--- config.mk ---
export PLATFORM = sky130hd
export DESIGN_NAME = lpu_mul
export DESIGN_NICKNAME = d
export VERILOG_FILES = /design/src/hdl/lpu_pkg.sv /design/src/hdl/lpu_mul.sv
export SDC_FILE = /design/constraint.sdc
export NUM_CORES = 2
export LEC_CHECK = 0
export BUFFER_PORTS_ARGS = -buffer_cell sky130_fd_sc_hd__buf_2
export CAP_MARGIN = 40
export CORE_MARGIN = 2
export CORE_UTILIZATION = 45
export DETAILED_ROUTE_END_ITERATION = 16
export GPL_TIMING_DRIVEN = 0
export PLACE_DENSITY_LB_ADDON = 0.05
export SLEW_MARGIN = 20
export SYNTH_ARGS = -nofsm -noshare
export SYNTH_HDL_FRONTEND = slang
export SYNTH_SLANG_ARGS = --single-unit
--- constraint.sdc ---
create_clock -name clk -period 15.7 [get_ports clk]
set_clock_uncertainty 0.2 [all_clocks]
set_input_delay 0 -clock clk [delete_from_list [all_inputs] [get_ports clk]]
set_output_delay 0 -clock clk [all_outputs]
set_load 0.01 [all_outputs]
--- src/hdl/lpu_pkg.sv ---
// Shared types, constants and the round microcode of the lens point undistorter.
// Used by lpu_mul, lpu_div and lens_point_undistorter. No dependencies.
package lpu_pkg;

    localparam logic [63:0] CAPV = 64'h1000_0000_0000_0000;
    localparam logic [63:0] ONEV = 64'h0000_0001_0000_0000;

    localparam logic [2:0] CFG_INV_FOCAL = 3'd0;
    localparam logic [2:0] CFG_CENTER    = 3'd1;
    localparam logic [2:0] CFG_RAD_DEN   = 3'd2;
    localparam logic [2:0] CFG_RAD_NUM   = 3'd3;
    localparam logic [2:0] CFG_TANG      = 3'd4;
    localparam logic [2:0] CFG_ITER      = 3'd5;
    localparam logic [2:0] CFG_BIN       = 3'd6;

    localparam logic [5:0] PC_LOOP = 6'd4;

    typedef enum logic [2:0] {
        OP_ADD,
        OP_MUL,
        OP_DIV,
        OP_LOOP,
        OP_CHK,
        OP_NEXT
    } op_t;

    typedef enum logic [4:0] {
        SRC_ZERO, SRC_ONE, SRC_X0, SRC_Y0, SRC_X, SRC_Y, SRC_XX, SRC_YY,
        SRC_XY, SRC_R2, SRC_NUM, SRC_DEN, SRC_F, SRC_T1, SRC_T2, SRC_DX,
        SRC_DY, SRC_TMP, SRC_K1, SRC_K2, SRC_K3, SRC_K4, SRC_K5, SRC_K6,
        SRC_P1, SRC_P2, SRC_NX, SRC_NY, SRC_IFX, SRC_IFY
    } src_t;

    typedef struct packed {
        op_t  op;
        src_t a;
        src_t b;
        logic neg_b;
        src_t dst;
    } uop_t;

    typedef struct packed {
        logic        start;
        logic [63:0] a;
        logic [63:0] b;
    } lpu_req_t;

    typedef struct packed {
        logic        done;
        logic        clip;
        logic [63:0] value;
    } lpu_res_t;

    function automatic uop_t mk(input op_t op, input src_t a, input src_t b,
                                input logic neg_b, input src_t dst);
        uop_t u;
        u.op    = op;
        u.a     = a;
        u.b     = b;
        u.neg_b = neg_b;
        u.dst   = dst;
        return u;
    endfunction

    function automatic uop_t lpu_uop(input logic [5:0] pc);
        uop_t u;
        unique case (pc)
            6'd0:  u = mk(OP_MUL,  SRC_NX,  SRC_IFX,  1'b0, SRC_X0);
            6'd1:  u = mk(OP_MUL,  SRC_NY,  SRC_IFY,  1'b0, SRC_Y0);
            6'd2:  u = mk(OP_ADD,  SRC_X0,  SRC_ZERO, 1'b0, SRC_X);
            6'd3:  u = mk(OP_ADD,  SRC_Y0,  SRC_ZERO, 1'b0, SRC_Y);
            6'd4:  u = mk(OP_LOOP, SRC_ZERO, SRC_ZERO, 1'b0, SRC_ZERO);
            6'd5:  u = mk(OP_MUL,  SRC_X,   SRC_X,    1'b0, SRC_XX);
            6'd6:  u = mk(OP_MUL,  SRC_Y,   SRC_Y,    1'b0, SRC_YY);
            6'd7:  u = mk(OP_MUL,  SRC_X,   SRC_Y,    1'b0, SRC_XY);
            6'd8:  u = mk(OP_ADD,  SRC_XX,  SRC_YY,   1'b0, SRC_R2);
            6'd9:  u = mk(OP_MUL,  SRC_K6,  SRC_R2,   1'b0, SRC_TMP);
            6'd10: u = mk(OP_ADD,  SRC_TMP, SRC_K5,   1'b0, SRC_TMP);
            6'd11: u = mk(OP_MUL,  SRC_TMP, SRC_R2,   1'b0, SRC_TMP);
            6'd12: u = mk(OP_ADD,  SRC_TMP, SRC_K4,   1'b0, SRC_TMP);
            6'd13: u = mk(OP_MUL,  SRC_TMP, SRC_R2,   1'b0, SRC_TMP);
            6'd14: u = mk(OP_ADD,  SRC_ONE, SRC_TMP,  1'b0, SRC_NUM);
            6'd15: u = mk(OP_MUL,  SRC_K3,  SRC_R2,   1'b0, SRC_TMP);
            6'd16: u = mk(OP_ADD,  SRC_TMP, SRC_K2,   1'b0, SRC_TMP);
            6'd17: u = mk(OP_MUL,  SRC_TMP, SRC_R2,   1'b0, SRC_TMP);
            6'd18: u = mk(OP_ADD,  SRC_TMP, SRC_K1,   1'b0, SRC_TMP);
            6'd19: u = mk(OP_MUL,  SRC_TMP, SRC_R2,   1'b0, SRC_TMP);
            6'd20: u = mk(OP_ADD,  SRC_ONE, SRC_TMP,  1'b0, SRC_DEN);
            6'd21: u = mk(OP_CHK,  SRC_NUM, SRC_DEN,  1'b0, SRC_ZERO);
            6'd22: u = mk(OP_DIV,  SRC_NUM, SRC_DEN,  1'b0, SRC_F);
            6'd23: u = mk(OP_MUL,  SRC_P1,  SRC_XY,   1'b0, SRC_T1);
            6'd24: u = mk(OP_MUL,  SRC_P2,  SRC_XY,   1'b0, SRC_T2);
            6'd25: u = mk(OP_ADD,  SRC_T1,  SRC_T1,   1'b0, SRC_DX);
            6'd26: u = mk(OP_ADD,  SRC_XX,  SRC_XX,   1'b0, SRC_TMP);
            6'd27: u = mk(OP_ADD,  SRC_R2,  SRC_TMP,  1'b0, SRC_TMP);
            6'd28: u = mk(OP_MUL,  SRC_P2,  SRC_TMP,  1'b0, SRC_TMP);
            6'd29: u = mk(OP_ADD,  SRC_DX,  SRC_TMP,  1'b0, SRC_DX);
            6'd30: u = mk(OP_ADD,  SRC_YY,  SRC_YY,   1'b0, SRC_TMP);
            6'd31: u = mk(OP_ADD,  SRC_R2,  SRC_TMP,  1'b0, SRC_TMP);
            6'd32: u = mk(OP_MUL,  SRC_P1,  SRC_TMP,  1'b0, SRC_DY);
            6'd33: u = mk(OP_ADD,  SRC_T2,  SRC_T2,   1'b0, SRC_TMP);
            6'd34: u = mk(OP_ADD,  SRC_DY,  SRC_TMP,  1'b0, SRC_DY);
            6'd35: u = mk(OP_ADD,  SRC_X0,  SRC_DX,   1'b1, SRC_TMP);
            6'd36: u = mk(OP_MUL,  SRC_TMP, SRC_F,    1'b0, SRC_X);
            6'd37: u = mk(OP_ADD,  SRC_Y0,  SRC_DY,   1'b1, SRC_TMP);
            6'd38: u = mk(OP_MUL,  SRC_TMP, SRC_F,    1'b0, SRC_Y);
            default: u = mk(OP_NEXT, SRC_ZERO, SRC_ZERO, 1'b0, SRC_ZERO);
        endcase
        return u;
    endfunction

endpackage

--- src/hdl/lpu_mul.sv ---
// Sequential Q32 multiplier: one 32x32 partial product per cycle, clamp to 2^60.
// Depends on lpu_pkg.
module lpu_mul
    import lpu_pkg::*;
(
    input  logic     clk,
    input  logic     rst_n,
    input  lpu_req_t req,
    output lpu_res_t res
);

    typedef enum logic [1:0] {M_IDLE, M_ACC, M_FIN} mstate_t;

    mstate_t      state_reg;
    logic [1:0]   cnt_reg;
    logic [63:0]  ma_reg, mb_reg;
    logic         neg_reg;
    logic [127:0] acc_reg;
    lpu_res_t     res_reg;

    logic [31:0]  pa, pb;
    logic [63:0]  pp;
    logic [127:0] pp_sh;
    logic [63:0]  mag;
    logic         ovf;

    always_comb
    begin
        unique case (cnt_reg)
            2'd0:    begin pa = ma_reg[31:0];  pb = mb_reg[31:0];  end
            2'd1:    begin pa = ma_reg[31:0];  pb = mb_reg[63:32]; end
            2'd2:    begin pa = ma_reg[63:32]; pb = mb_reg[31:0];  end
            default: begin pa = ma_reg[63:32]; pb = mb_reg[63:32]; end
        endcase
        pp = {32'd0, pa} * {32'd0, pb};
        unique case (cnt_reg)
            2'd0:    pp_sh = {64'd0, pp};
            2'd1,
            2'd2:    pp_sh = {32'd0, pp, 32'd0};
            default: pp_sh = {pp, 64'd0};
        endcase
        ovf = (acc_reg[127:96] != 32'd0) || (acc_reg[95:32] > CAPV);
        mag = ovf ? CAPV : acc_reg[95:32];
    end

    always_ff @(posedge clk or negedge rst_n)
    begin
        if (!rst_n)
        begin
            state_reg    <= M_IDLE;
            cnt_reg      <= 2'd0;
            res_reg.done <= 1'b0;
        end
        else
        begin
            res_reg.done <= 1'b0;
            unique case (state_reg)
                M_IDLE:
                begin
                    if (req.start)
                    begin
                        ma_reg    <= req.a[63] ? (~req.a + 64'd1) : req.a;
                        mb_reg    <= req.b[63] ? (~req.b + 64'd1) : req.b;
                        neg_reg   <= req.a[63] ^ req.b[63];
                        acc_reg   <= 128'd0;
                        cnt_reg   <= 2'd0;
                        state_reg <= M_ACC;
                    end
                end
                M_ACC:
                begin
                    acc_reg <= acc_reg + pp_sh;
                    cnt_reg <= cnt_reg + 2'd1;
                    if (cnt_reg == 2'd3)
                    begin
                        state_reg <= M_FIN;
                    end
                end
                default:
                begin
                    res_reg.done  <= 1'b1;
                    res_reg.clip  <= ovf;
                    res_reg.value <= neg_reg ? (~mag + 64'd1) : mag;
                    state_reg     <= M_IDLE;
                end
            endcase
        end
    end

    assign res = res_reg;

endmodule

==> results.toml <==
[routing]
drc = 0
antenna_left = 0
routed_via_density = 5.88
drt_pre_antenna_iters = 8
totalWireLength_um = 240000
dr_total_vias = 52100
drtIter0Drc = 6002
wire_per_inst_um = 27.0

[critical_path]
startpoint = "cnt_reg[0]$_DFFE_PN0P_"
reg2reg_depth = 45
arrival_ns = 15.44
worst-setup-path-type = "reg2reg"
reg2reg_to = "acc_reg[112]$_SDFFCE_PN0P_"
critPathMaxStageDelay_ns = 0.77
crit_path_end_kind = "flip-flop"
cp_common_cell = "fa_1"
start_kind = "flip-flop"
crit_path_top_delay_cell = "clkbuf_1"
cp.required_ns = 15.84
worstReg2RegStart = "cnt_reg[0]$_DFFE_PN0P_"
r2r_slack_ns = 0.40
critPathMaxFanout = 10

[logic_synthesis]
synth_fp_nets = 7967
synth_top_family_by_area = "adder cells"
synthesis.area_um2 = 57600
yosysWarnings = 0
synth-xor-area-share_pct = 4.90
synth-compound-area-share_pct = 11.3
yosys.area_share.simple_pct = 16.5
synth-main-ff-cell = "edfxtp_1"
ys_types = 91
syn_inst = 6542
synthMuxAreaShare_pct = 2.38
synth_edf_count = 322
ys_seq_elements = 327
avgSynthCellArea_um2 = 8.80
synth_fa_ha_area_share_pct = 39.8
ys_async_sr_fraction_pct = 1.53
seq_area_frac_synth_pct = 17.0

[sta]
finalHoldViolations = 0
tightest_slew_ns = 0.957
rsz0062_at_grt = "false"
max_freq_ghz = 0.0654
setup_viol = 0
relSlewSlack_pct = 36.2
holdWs_ns = 0.0711
fin_tns_setup_ns = 0
min_period_ns = 15.30
fin_crit_sh_pct = 97.4
slew_viol_final = 0

[place]
placed_area_um2 = 62400
dp_cells = 8516
dp.final_hpwl_um = 203000
io_buffers = 194
gp_congestion = 1.05

[cells_and_area]
drive_gt1_share_pct = 8.17
final_cell_count_no_fill = 8866
multi_input_area_um2 = 43500
largest_reg_flops = 128
fill_cells = 12100
final_area_um2 = 66600
regArea_um2 = 9790
nNetsFinal = 8586
syn2layout_area_growth_pct = 15.6

[clock_tree]
cts_made_buffers = 43
clock_latency_ns = 0.62
cts_tree = "done"
cts.sinks = 327
clock-root-buffer = "clkbuf_16"
htreeDepth = 2
cts_buffer_depth = 3
cts.clk_slew.worst_paths_ns = 0.06

[global_routing]
gr-total-overflow = 0
grt_pass1_vias = 50900
grt_start_max_net_pins = 49
grt_first_pass_wirelength_um = 344000
antenna_found_initial = 15
grt_use_total_pct = 36.3

[min_path]
hold_path_class = "in2reg"
worstHoldStart = "req[62]"
hold_end = "mb_reg[62]$_DFFE_PP_"
whs_path_depth = 3

[floorplanning]
die_area_um2 = 131000
core-area_um2 = 127000
die_w_um = 362
initial_core_util_pct = 45.2
ios = 197
die_h_um = 362
fp-row-count = 131

[outcome]
run_status = "complete, no violations"

[job]
cap_violations = 0
cell families (layout without fill, tap and decap cells):
family	after synthesis	count (layout)
adders and majority gates	1294	1294
muxes	129	129
and+or+nand+nor	2201	2201
buffers and inverters	1240	1892
other	0	10
AOI/OAI and AO/OA	1029	1029
xor gates and xnor gates	322	322
DFF	327	327
layout by cell type (no fill, tap or decap), drive strengths merged, types with 15 or more instances in the layout:
master	instances
nand2b	34
ha	397
fa	897
o41ai	28
a31oi	24
nor4	34
buf	340
and2	69
a211oi	25
mux2i	67
nor2b	16
mux2	62
clkbuf	365
a21oi	302
dlygate4sd3	248
or2	23
or3	46
nand3	53
a21boi	15
nand4	91
o21a	30
or4	18
nor3	85
inv	917
and3	16
nand2	757
xor2	102
a21o	75
nor2	932
o21bai	53
edfxtp	322
o21ai	267
o31ai	69
xnor2	220
a22o	22
final cells by class:
class	instances	share of cell area, %
Sequential cell	327	14.7
Antenna cell	10	0.0376
Clock inverter	24	0.445
Multi-Input combinational cell	4975	65.3
Buffer	323	1.89
Inverter	914	5.15
Timing Repair Buffer	577	7.56
Clock buffer	54	1.76
Tap cell	1662	3.12
repair_timing:
action,in CTS,in global routing
hold endpoints to repair,215,0
setup buffers,0,2
setup endpoints to repair,14,48
hold buffers,248,0
gates resized for setup,4,50
synthesized netlist by cell type (84+ instances only):
library cell | count | share of area (%)
nand4_1 | 91 | 0.99
edfxtp_1 | 322 | 17
a21oi_1 | 302 | 2.6
clkbuf_1 | 309 | 2.0
o21ai_0 | 250 | 2.2
xor2_1 | 102 | 1.6
ha_1 | 397 | 8.6
nor3_1 | 84 | 0.73
nand2_1 | 757 | 4.9
xnor2_1 | 220 | 3.3
inv_1 | 913 | 6.0
fa_1 | 897 | 31
nor2_1 | 931 | 6.1
worst max-delay path: cells and delay by family, from the launching register on:
| family | cells | cell delay (ns) |
|---|---|---|
| fa+ha+maj | 11 | 5.17 |
| compound gates | 13 | 3.57 |
| buf+inv | 11 | 2.39 |
| simple gates | 7 | 1.69 |
| mux | 2 | 0.79 |
| xor+xnor | 1 | 0.74 |
| flops | 1 | 0.41 |
how the worst max path moves through the flow:
stage | end | cells past startpoint
6_report | acc_reg[112]$_SDFFCE_PN0P_ | 45
5_1_grt | acc_reg[108]$_SDFFCE_PN0P_ | 48
4_1_cts | acc_reg[123]$_SDFFCE_PN0P_ | 46
3_5_place_dp | acc_reg[123]$_SDFFCE_PN0P_ | 47
3_3_place_gp | acc_reg[93]$_SDFFCE_PN0P_ | 44
2_1_floorplan | acc_reg[112]$_SDFFCE_PN0P_ | 44
per-stage QoR:
step / util [%] / worst slack (ns)
after floorplan: - / 3.77
after global placement: 47.6 / -2.50
after detailed placement: 49.0 / -0.379
after CTS: 52.1 / 0.0114
after global routing: 52.3 / 0.0508
final: 52.3 / 0.402
layer usage:
layer / routed length [um] / track usage, % / vias up
li1: - / - / 22600
met3: 29300 / 11.5 / 467
met1: 100000 / 51.0 / 26200
met5: 27 / 0 / -
met2: 99300 / 52.0 / 2826
met4: 10700 / 14.2 / 4
Power is not shown: default switching activity piles up to over one toggle a cycle in this logic, so the estimate is an artifact.
