$ cat config.mk
export PLATFORM = sky130hd
export DESIGN_NAME = lpu_div
export DESIGN_NICKNAME = d
export VERILOG_FILES = /design/src/hdl/lpu_pkg.sv /design/src/hdl/lpu_div.sv
export SDC_FILE = /design/constraint.sdc
export NUM_CORES = 1
export LEC_CHECK = 0
export BUFFER_PORTS_ARGS = -buffer_cell sky130_fd_sc_hd__buf_2
export CORE_ASPECT_RATIO = 0.6
export CORE_MARGIN = 3
export CORE_UTILIZATION = 61
export CTS_BUF_LIST = sky130_fd_sc_hd__clkbuf_8
export CTS_CLUSTER_SIZE = 14
export DETAILED_ROUTE_END_ITERATION = 6
export PLACE_DENSITY = 0.85
export SLEW_MARGIN = 20
export SYNTH_ARGS = -nofsm -noshare
export SYNTH_HDL_FRONTEND = slang
export SYNTH_SLANG_ARGS = --single-unit
$ cat constraint.sdc
create_clock -name clk -period 7.79 [get_ports clk]
set_input_delay 1.558 -clock clk [delete_from_list [all_inputs] [get_ports clk]]
set_output_delay 1.558 -clock clk [all_outputs]
set_load 0.01 [all_outputs]
$ cat src/hdl/lpu_pkg.sv
// Shared types, constants and the round microcode of the lens point undistorter.
// Used by lpu_mul, lpu_div and lens_point_undistorter. No dependencies.
package lpu_pkg;

    localparam logic [63:0] CAPV = 64'h1000_0000_0000_0000;
    localparam logic [63:0] ONEV = 64'h0000_0001_0000_0000;

    localparam logic [2:0] CFG_INV_FOCAL = 3'd0;
    localparam logic [2:0] CFG_CENTER    = 3'd1;
    localparam logic [2:0] CFG_RAD_DEN   = 3'd2;
    localparam logic [2:0] CFG_RAD_NUM   = 3'd3;
    localparam logic [2:0] CFG_TANG      = 3'd4;
    localparam logic [2:0] CFG_ITER      = 3'd5;
    localparam logic [2:0] CFG_BIN       = 3'd6;

    localparam logic [5:0] PC_LOOP = 6'd4;

    typedef enum logic [2:0] {
        OP_ADD,
        OP_MUL,
        OP_DIV,
        OP_LOOP,
        OP_CHK,
        OP_NEXT
    } op_t;

    typedef enum logic [4:0] {
        SRC_ZERO, SRC_ONE, SRC_X0, SRC_Y0, SRC_X, SRC_Y, SRC_XX, SRC_YY,
        SRC_XY, SRC_R2, SRC_NUM, SRC_DEN, SRC_F, SRC_T1, SRC_T2, SRC_DX,
        SRC_DY, SRC_TMP, SRC_K1, SRC_K2, SRC_K3, SRC_K4, SRC_K5, SRC_K6,
        SRC_P1, SRC_P2, SRC_NX, SRC_NY, SRC_IFX, SRC_IFY
    } src_t;

    typedef struct packed {
        op_t  op;
        src_t a;
        src_t b;
        logic neg_b;
        src_t dst;
    } uop_t;

    typedef struct packed {
        logic        start;
        logic [63:0] a;
        logic [63:0] b;
    } lpu_req_t;

    typedef struct packed {
        logic        done;
        logic        clip;
        logic [63:0] value;
    } lpu_res_t;

    function automatic uop_t mk(input op_t op, input src_t a, input src_t b,
                                input logic neg_b, input src_t dst);
        uop_t u;
        u.op    = op;
        u.a     = a;
        u.b     = b;
        u.neg_b = neg_b;
        u.dst   = dst;
        return u;
    endfunction

    function automatic uop_t lpu_uop(input logic [5:0] pc);
        uop_t u;
        unique case (pc)
            6'd0:  u = mk(OP_MUL,  SRC_NX,  SRC_IFX,  1'b0, SRC_X0);
            6'd1:  u = mk(OP_MUL,  SRC_NY,  SRC_IFY,  1'b0, SRC_Y0);
            6'd2:  u = mk(OP_ADD,  SRC_X0,  SRC_ZERO, 1'b0, SRC_X);
            6'd3:  u = mk(OP_ADD,  SRC_Y0,  SRC_ZERO, 1'b0, SRC_Y);
            6'd4:  u = mk(OP_LOOP, SRC_ZERO, SRC_ZERO, 1'b0, SRC_ZERO);
            6'd5:  u = mk(OP_MUL,  SRC_X,   SRC_X,    1'b0, SRC_XX);
            6'd6:  u = mk(OP_MUL,  SRC_Y,   SRC_Y,    1'b0, SRC_YY);
            6'd7:  u = mk(OP_MUL,  SRC_X,   SRC_Y,    1'b0, SRC_XY);
            6'd8:  u = mk(OP_ADD,  SRC_XX,  SRC_YY,   1'b0, SRC_R2);
            6'd9:  u = mk(OP_MUL,  SRC_K6,  SRC_R2,   1'b0, SRC_TMP);
            6'd10: u = mk(OP_ADD,  SRC_TMP, SRC_K5,   1'b0, SRC_TMP);
            6'd11: u = mk(OP_MUL,  SRC_TMP, SRC_R2,   1'b0, SRC_TMP);
            6'd12: u = mk(OP_ADD,  SRC_TMP, SRC_K4,   1'b0, SRC_TMP);
            6'd13: u = mk(OP_MUL,  SRC_TMP, SRC_R2,   1'b0, SRC_TMP);
            6'd14: u = mk(OP_ADD,  SRC_ONE, SRC_TMP,  1'b0, SRC_NUM);
            6'd15: u = mk(OP_MUL,  SRC_K3,  SRC_R2,   1'b0, SRC_TMP);
            6'd16: u = mk(OP_ADD,  SRC_TMP, SRC_K2,   1'b0, SRC_TMP);
            6'd17: u = mk(OP_MUL,  SRC_TMP, SRC_R2,   1'b0, SRC_TMP);
            6'd18: u = mk(OP_ADD,  SRC_TMP, SRC_K1,   1'b0, SRC_TMP);
            6'd19: u = mk(OP_MUL,  SRC_TMP, SRC_R2,   1'b0, SRC_TMP);
            6'd20: u = mk(OP_ADD,  SRC_ONE, SRC_TMP,  1'b0, SRC_DEN);
            6'd21: u = mk(OP_CHK,  SRC_NUM, SRC_DEN,  1'b0, SRC_ZERO);
            6'd22: u = mk(OP_DIV,  SRC_NUM, SRC_DEN,  1'b0, SRC_F);
            6'd23: u = mk(OP_MUL,  SRC_P1,  SRC_XY,   1'b0, SRC_T1);
            6'd24: u = mk(OP_MUL,  SRC_P2,  SRC_XY,   1'b0, SRC_T2);
            6'd25: u = mk(OP_ADD,  SRC_T1,  SRC_T1,   1'b0, SRC_DX);
            6'd26: u = mk(OP_ADD,  SRC_XX,  SRC_XX,   1'b0, SRC_TMP);
            6'd27: u = mk(OP_ADD,  SRC_R2,  SRC_TMP,  1'b0, SRC_TMP);
            6'd28: u = mk(OP_MUL,  SRC_P2,  SRC_TMP,  1'b0, SRC_TMP);
            6'd29: u = mk(OP_ADD,  SRC_DX,  SRC_TMP,  1'b0, SRC_DX);
            6'd30: u = mk(OP_ADD,  SRC_YY,  SRC_YY,   1'b0, SRC_TMP);
            6'd31: u = mk(OP_ADD,  SRC_R2,  SRC_TMP,  1'b0, SRC_TMP);
            6'd32: u = mk(OP_MUL,  SRC_P1,  SRC_TMP,  1'b0, SRC_DY);
            6'd33: u = mk(OP_ADD,  SRC_T2,  SRC_T2,   1'b0, SRC_TMP);
            6'd34: u = mk(OP_ADD,  SRC_DY,  SRC_TMP,  1'b0, SRC_DY);
            6'd35: u = mk(OP_ADD,  SRC_X0,  SRC_DX,   1'b1, SRC_TMP);
            6'd36: u = mk(OP_MUL,  SRC_TMP, SRC_F,    1'b0, SRC_X);
            6'd37: u = mk(OP_ADD,  SRC_Y0,  SRC_DY,   1'b1, SRC_TMP);
            6'd38: u = mk(OP_MUL,  SRC_TMP, SRC_F,    1'b0, SRC_Y);
            default: u = mk(OP_NEXT, SRC_ZERO, SRC_ZERO, 1'b0, SRC_ZERO);
        endcase
        return u;
    endfunction

endpackage

$ cat src/hdl/lpu_div.sv
// Bit-serial restoring divider: (mn * 2^32) / md on magnitudes, one quotient bit a cycle.
// Depends on lpu_pkg.
module lpu_div
    import lpu_pkg::*;
(
    input  logic     clk,
    input  logic     rst_n,
    input  lpu_req_t req,
    output lpu_res_t res
);

    typedef enum logic [1:0] {D_IDLE, D_RUN, D_FIN} dstate_t;

    dstate_t     state_reg;
    logic [6:0]  cnt_reg;
    logic [95:0] sh_reg;
    logic [63:0] md_reg, r_reg, q_reg;
    logic        ovf_reg;
    lpu_res_t    res_reg;

    logic [63:0] r_sh;
    logic        take;

    always_comb
    begin
        r_sh = {r_reg[62:0], sh_reg[95]};
        take = r_reg[63] || (r_sh >= md_reg);
    end

    always_ff @(posedge clk or negedge rst_n)
    begin
        if (!rst_n)
        begin
            state_reg    <= D_IDLE;
            cnt_reg      <= 7'd0;
            res_reg.done <= 1'b0;
        end
        else
        begin
            res_reg.done <= 1'b0;
            unique case (state_reg)
                D_IDLE:
                begin
                    if (req.start)
                    begin
                        if (req.b == 64'd0)
                        begin
                            // zero divisor: zero over zero is zero, else saturate
                            res_reg.done  <= 1'b1;
                            res_reg.clip  <= (req.a != 64'd0);
                            res_reg.value <= (req.a != 64'd0) ? CAPV : 64'd0;
                        end
                        else
                        begin
                            sh_reg    <= {req.a, 32'd0};
                            md_reg    <= req.b;
                            r_reg     <= 64'd0;
                            q_reg     <= 64'd0;
                            ovf_reg   <= 1'b0;
                            cnt_reg   <= 7'd0;
                            state_reg <= D_RUN;
                        end
                    end
                end
                D_RUN:
                begin
                    r_reg   <= take ? (r_sh - md_reg) : r_sh;
                    q_reg   <= {q_reg[62:0], take};
                    ovf_reg <= ovf_reg | q_reg[63];
                    sh_reg  <= {sh_reg[94:0], 1'b0};
                    cnt_reg <= cnt_reg + 7'd1;
                    if (cnt_reg == 7'd95)
                    begin
                        state_reg <= D_FIN;
                    end
                end
                default:
                begin
                    res_reg.done  <= 1'b1;
                    res_reg.clip  <= ovf_reg || (q_reg > CAPV);
                    res_reg.value <= (ovf_reg || (q_reg > CAPV)) ? CAPV : q_reg;
                    state_reg     <= D_IDLE;
                end
            endcase
        end
    end

    assign res = res_reg;

endmodule

==> results of run 1 <==
[Yosys cell counts, types with 8 or more instances]
cell type	instances
nand2b_1	14
dfrtp_1	10
inv_1	80
o21bai_1	17
a21oi_1	120
a211oi_1	17
a31oi_1	9
a21o_1	52
clkbuf_1	64
nor3_1	8
xor2_1	24
nor2_1	61
nand2_1	331
edfxtp_1	322
nand3_1	22
and2_1	132
ha_1	65
xnor2_1	33
o21ai_0	41
nand4_1	32
nor4_1	49
[path summary, 6_finish.rpt]
check,end,depth (start not counted),slack (ns),startpoint
worst max-delay path,r_reg[57]$_SDFFCE_PN0P_,12,2.75,md_reg[0]$_DFFE_PP_
worst min-delay path,sh_reg[45]$_DFFE_PP_,2,0.51,sh_reg[44]$_DFFE_PP_
max in group asynchronous,cnt_reg[2]$_DFFE_PN0P_,1,6.71,rst_n
worst max register to register,r_reg[57]$_SDFFCE_PN0P_,12,2.75,md_reg[0]$_DFFE_PP_
worst min register to register,sh_reg[45]$_DFFE_PP_,2,0.51,sh_reg[44]$_DFFE_PP_
min in group asynchronous,res[65]$_DFF_PN0_,1,0.86,rst_n
[power groups by stage]
stage / logic [mW] / clock network [mW] / registers, mW
after floorplan: 2.06 / 0 / 2.60
after global placement: 2.54 / 0 / 2.64
after detailed placement: 2.63 / 0 / 2.66
after CTS: 2.66 / 1.32 / 2.63
after global routing: 3.02 / 1.40 / 2.67
final: 2.74 / 1.30 / 2.64
[kinds of logic after synthesis]
| logic type | count (synthesis) | synth area share (%) |
|---|---|---|
| flops | 332 | 57.5 |
| compound gates | 307 | 11.4 |
| other cells | 1 | 0.0217 |
| simple gates | 688 | 19.3 |
| mux | 5 | 0.297 |
| xor+xnor | 57 | 2.89 |
| buf+inv | 160 | 3.79 |
| fa+ha+maj | 66 | 4.83 |
[area by class of cell]
type	count	area, um^2
Timing Repair Buffer	204	1060
Sequential cell	332	9920
Tap cell	360	450
Inverter	81	304
Clock inverter	27	150
Clock buffer	52	716
Multi-Input combinational cell	1126	6720
Fill cell	1979	7780
[worst reg2reg max path, stage by stage (launching register included)]
cell and delay [ns]:
edfxtp_1 0.43, ha_1 0.24, fa_1 0.39, nand2b_1 0.19, a211oi_1 0.38, o2111ai_1 0.44, a41oi_2 0.47, o21ai_1 0.13
nand2_1 0.09, a41o_2 0.74, nand2_1 0.56, or4b_1 0.67, o311ai_1 0.10
[routing by layer]
| layer | global-route usage, % | wire (um) | vias up |
|---|---|---|---|
| met5 | 1.61 | 62 | - |
| met4 | 5.43 | 504 | 2 |
| met3 | 8.85 | 5640 | 62 |
| met2 | 38.1 | 17400 | 737 |
| met1 | 44.4 | 19700 | 6227 |
| li1 | - | - | 6156 |
==> summary.txt, run 1 <==
ANT cells = 0
combinational cell fraction of total power = 41.0%
Tightest Pin Transition = 1.11 ns
asr flop ratio synth = 3.01%
most common cell after layout, fill and taps aside = nand2_1
drt wl/cell = 19.8 um
Worst setup EP type = flip-flop
most used cell, CP = nand2_1
grt ovf = 0
FMAX = 198 MHz
CTS resizes = 0
Synth Flop Type = edfxtp_1
count of pins over their slew limit = 0
fin util = 71.3%
RD Place Congestion = 1.02
placed instance count = 2102
share of the synthesized area in the top cell type = 56.1%
final setup violation count = 0
share of cells above drive strength 1 = 15.2%
Placed Area = 18400 um^2
Clock Sinks = 332
CTS clk-pin slew, worst paths = 0.07 ns
Yosys reg bits = 332
Switch Pwr = 2.53 mW
Critical Path AT = 5.42 ns
total chip power = 6.67 mW
Mean Syn Cell Area = 10.7 um^2
Clock power frac = 19.4%
top post-synthesis cells by area = edfxtp_1, nand2_1, and2_1
Rel. slew slack = 25.4%
Post-Place Worst Slack = 2.48 ns
Core ar. = 27100 um^2
Ys Warns = 0
io pins = 197
Setup Skew = 0.0242 ns
PwrDens = 345 nW/um^2
vias in the first global route = 12371
number of synthesized flops with an enable pin = 322
Slowest-stage cell, CP = a41o_2
CTS Root Cell = clkbuf_8
Setup TNS = 0 ns
drt pass-1 iters = 6
die width = 223 um
highest net fanout along the worst path = 42
Mapped Cells = 1616
Tot GR Track Use = 28.2%
hold_ws = 0.509 ns
CP delay by family, top = compound AO/OA/AOI/OAI gates
DRC = 0
Final WS setup = 2.75 ns
Net Sw Frac = 37.9%
slowest stage delay, CP = 0.74 ns
Detailed Route Iter0 Violations = 1486
CTS tree = done
Die H = 136 um
# hold bufs at CTS = 0
Area Overhead vs Synth = 12.0%
non-filler cells, final = 2182
top cell type by total area after synthesis = edfxtp_1
post-CTS setup repair buffer count = 0
sequential share of power = 39.5%
critical path launch point type = flip-flop
Synth cell types = 72
fin nets = 1990
Num CTS Buffers = 48
crit-path cells = ha_1, fa_1, nand2b_1, a211oi_1, o2111ai_1, a41oi_2, o21ai_1, nand2_1, a41o_2, nand2_1, or4b_1, o311ai_1
vias per cell = 6.04
Design Area, Final = 19300 um^2
WS Path Type = reg2reg
Final Critical Period = 5.04 ns
Starting Density = 63.6%
clk buf depth = 3
hpwl dp = 31.0 mm
worst hold path class = reg2reg
antenna violations before repair = 0
first-pass GRT wire length = 67.3 mm
commonest cells after routing, fill and taps aside = nand2_1, edfxtp_1, buf_2
mapped cell area = 17300 um^2
die area = 30400 um^2
Skew-Pair Late Insertion Delay = 0.59 ns
DR vias = 13184
outcome = finished clean
RSZ-0062 raised after global routing = false
final count of hold timing violations = 0
Worst VDD drop = 182 uV
Rows = 46
Antenna Violating Nets Remaining = 0
leakage = 7.84 nW
pin count of the biggest net entering global routing = 96
CP Buf/Inv Count = 0
Port Buf Inserts = 196
MaxCap Viol Count = 0
Largest register FFs = 66
cell internal pwr = 4.14 mW
Final period util = 64.7%
total wire length = 43.3 mm
register area share after synthesis = 57.5%
critical path required time = 8.17 ns
CTS H-Tree Depth = 2
No activity file was read; power rests on OpenSTA's default activity.
==> run 2: changes to the inputs <==
==> constraint.sdc (replaced) <==
create_clock -name clk -period 4.9 [get_ports clk]
set_input_delay 0.98 -clock clk [delete_from_list [all_inputs] [get_ports clk]]
set_output_delay 0.98 -clock clk [all_outputs]
set_load 0.01 [all_outputs]
==> run 2 against run 1 <==
Against the previous run:
- count of clock-buffer cells in the layout shrank 3
- via count grew 0.98%
- total power grew 59%
- combinational power grew 61%
- fmax grew 29%
- clock power grew 52%
- setup slack lost 1.7 ns
- critical endpoint unchanged
- largest power group unchanged
- critical path type unchanged
- register-to-register slack lost 1.7 ns
- critical path depth grew 2
- clock skew grew 0.0011 ns
- highest routed layer is now met4
==> summary.txt, run 2 (synthesis results as in run 1) <==
outcome = finished clean (unchanged)
Core ar. = 27100 um^2 (unchanged)
worst r2r src = sh_reg[95]$_DFFE_PP_ (was md_reg[0]$_DFFE_PP_)
Starting Density = 63.6% (unchanged)
Port Buf Inserts = 196 (unchanged)
Net Sw Frac = 38.4% (was 37.9%)
worst hold path class = in2async (was reg2reg)
Rows = 46 (unchanged)
antenna violations before repair = 0 (unchanged)
Critical Path AT = 4.30 ns (was 5.42 ns)
cell internal pwr = 6.52 mW (was 4.14 mW)
most common cell after layout, fill and taps aside = nand2_1 (unchanged)
DR vias = 13313 (was 13184)
Critical Path Source = sh_reg[95]$_DFFE_PP_ (was md_reg[0]$_DFFE_PP_)
Largest register FFs = 66 (unchanged)
final count of hold timing violations = 0 (unchanged)
Switch Pwr = 4.07 mW (was 2.53 mW)
Setup TNS = 0 ns (unchanged)
drt wl/cell = 20.3 um (was 19.8 um)
FMAX = 257 MHz (was 198 MHz)
Antenna Violating Nets Remaining = 0 (unchanged)
critical path launch point type = flip-flop (unchanged)
highest net fanout along the worst path = 13 (was 42)
Setup Skew = 0.0252 ns (was 0.0242 ns)
Skew-Pair Late Insertion Delay = 0.59 ns (about the same)
CP delay by family, top = compound AO/OA/AOI/OAI gates (unchanged)
Num CTS Buffers = 47 (was 48)
Tightest Pin Transition = 0.935 ns (was 1.11 ns)
slowest stage delay, CP = 0.54 ns (was 0.74 ns)
CTS resizes = 0 (unchanged)
PwrDens = 546 nW/um^2 (was 345 nW/um^2)
critical path required time = 5.31 ns (was 8.17 ns)
Clock power frac = 18.7% (was 19.4%)
MaxCap Viol Count = 0 (unchanged)
Final Critical Period = 3.90 ns (was 5.04 ns)
vias in the first global route = 12532 (was 12371)
die area = 30400 um^2 (unchanged)
first-pass GRT wire length = 68.5 mm (was 67.3 mm)
final setup violation count = 0 (unchanged)
Slowest-stage cell, CP = or4b_1 (was a41o_2)
most used cell, CP = nand2_1 (unchanged)
die width = 223 um (unchanged)
combinational cell fraction of total power = 41.6% (was 41.0%)
sequential share of power = 39.7% (was 39.5%)
total wire length = 44.6 mm (was 43.3 mm)
Area Overhead vs Synth = 12.4% (was 12.0%)
commonest cells after routing, fill and taps aside = nand2_1, edfxtp_1, buf_2 (unchanged)
Detailed Route Iter0 Violations = 1571 (was 1486)
CTS clk-pin slew, worst paths = 0.07 ns (about the same)
Worst VDD drop = 333 uV (was 182 uV)
# hold bufs at CTS = 0 (unchanged)
WS Path Type = reg2reg (unchanged)
post-CTS setup repair buffer count = 0 (unchanged)
CTS Root Cell = clkbuf_8 (unchanged)
fin nets = 2003 (was 1990)
drt pass-1 iters = 5 (was 6)
Final WS setup = 1.00 ns (was 2.75 ns)
Tot GR Track Use = 28.8% (was 28.2%)
DRC = 0 (unchanged)
Worst setup EP type = flip-flop (unchanged)
hpwl dp = 32.3 mm (was 31.0 mm)
Post-Place Worst Slack = 0.878 ns (was 2.48 ns)
leakage = 7.88 nW (was 7.84 nW)
Clock Sinks = 332 (unchanged)
count of pins over their slew limit = 0 (unchanged)
CTS H-Tree Depth = 2 (unchanged)
Die H = 136 um (unchanged)
RSZ-0062 raised after global routing = false (unchanged)
RD Place Congestion = 0.978 (was 1.02)
crit-path cells = inv_1, ha_1, fa_1, nand2b_1, a211oi_1, o2111ai_1, a41oi_2, o21ai_1, nand2_1, a41o_2, nand2_1, buf_4, or4b_1, o311ai_1 (was ha_1, fa_1, nand2b_1, a211oi_1, o2111ai_1, a41oi_2, o21ai_1, nand2_1, a41o_2, nand2_1, or4b_1, o311ai_1)
share of cells above drive strength 1 = 15.7% (was 15.2%)
CP Buf/Inv Count = 2 (was 0)
CTS tree = done (unchanged)
grt ovf = 0 (unchanged)
vias per cell = 6.06 (was 6.04)
Final period util = 79.5% (was 64.7%)
clk buf depth = 3 (unchanged)
pin count of the biggest net entering global routing = 85 (was 96)
ANT cells = 0 (unchanged)
io pins = 197 (unchanged)
Rel. slew slack = 37.7% (was 25.4%)
==> run 2: routing by layer <==
metal | vias to the layer above | GRT usage (%) | part of all wire [%]
met4 | 0 | 6.77 | 1.8
li1 | 6179 | - | -
met1 | 6253 | 45.3 | 45
met5 | - | 0 | 0
met2 | 810 | 38.6 | 40
met3 | 71 | 9.19 | 14
==> run 2: layout make-up <==
cell class | instances | area [um^2]
sequential | 332 | 9920
fill | 1888 | 7720
multi-input combinational | 1126 | 6720
timing repair buffer | 218 | 1180
clock buffer | 49 | 674
tap | 360 | 450
inverter | 81 | 304
clock inverter | 32 | 136
==> run 2: worst paths after layout <==
path                       slack, ns                 endpoint  cells after the start
max                             1.00  r_reg[57]$_SDFFCE_PN0P_                     14
min                             0.26   cnt_reg[6]$_DFFE_PN0P_                      1
max reg2reg                     1.00  r_reg[57]$_SDFFCE_PN0P_                     14
min reg2reg                     0.51     sh_reg[56]$_DFFE_PP_                      2
max in group asynchronous       4.41   cnt_reg[1]$_DFFE_PN0P_                      1
min in group clk                0.51     sh_reg[56]$_DFFE_PP_                      2
==> run 2: per-stage QoR <==
step / instance area, um^2 / util, % / hold slack, ns / power (mW) / instances
finish: 19400 / 71.5 / 0.264 / 10.6 / 2198
global route: 19400 / 71.5 / 0.262 / 11.2 / 2198
CTS: 19400 / 71.5 / 0.246 / 10.5 / 2198
detailed placement: 18600 / 68.5 / 0.496 / 8.47 / 2117
global placement: 18600 / 68.5 / 0.486 / 8.32 / 2117
floorplan: 17300 / - / 0.478 / 7.40 / 1618
==> run 2: power by group through the flow <==
stage	registers [mW]	clock network (mW)	logic [mW]
2_1_floorplan	4.13	0	3.27
5_1_grt	4.24	2.14	4.83
3_3_place_gp	4.22	0	4.10
3_5_place_dp	4.24	0	4.23
6_report	4.21	1.98	4.40
4_1_cts	4.19	2.01	4.27
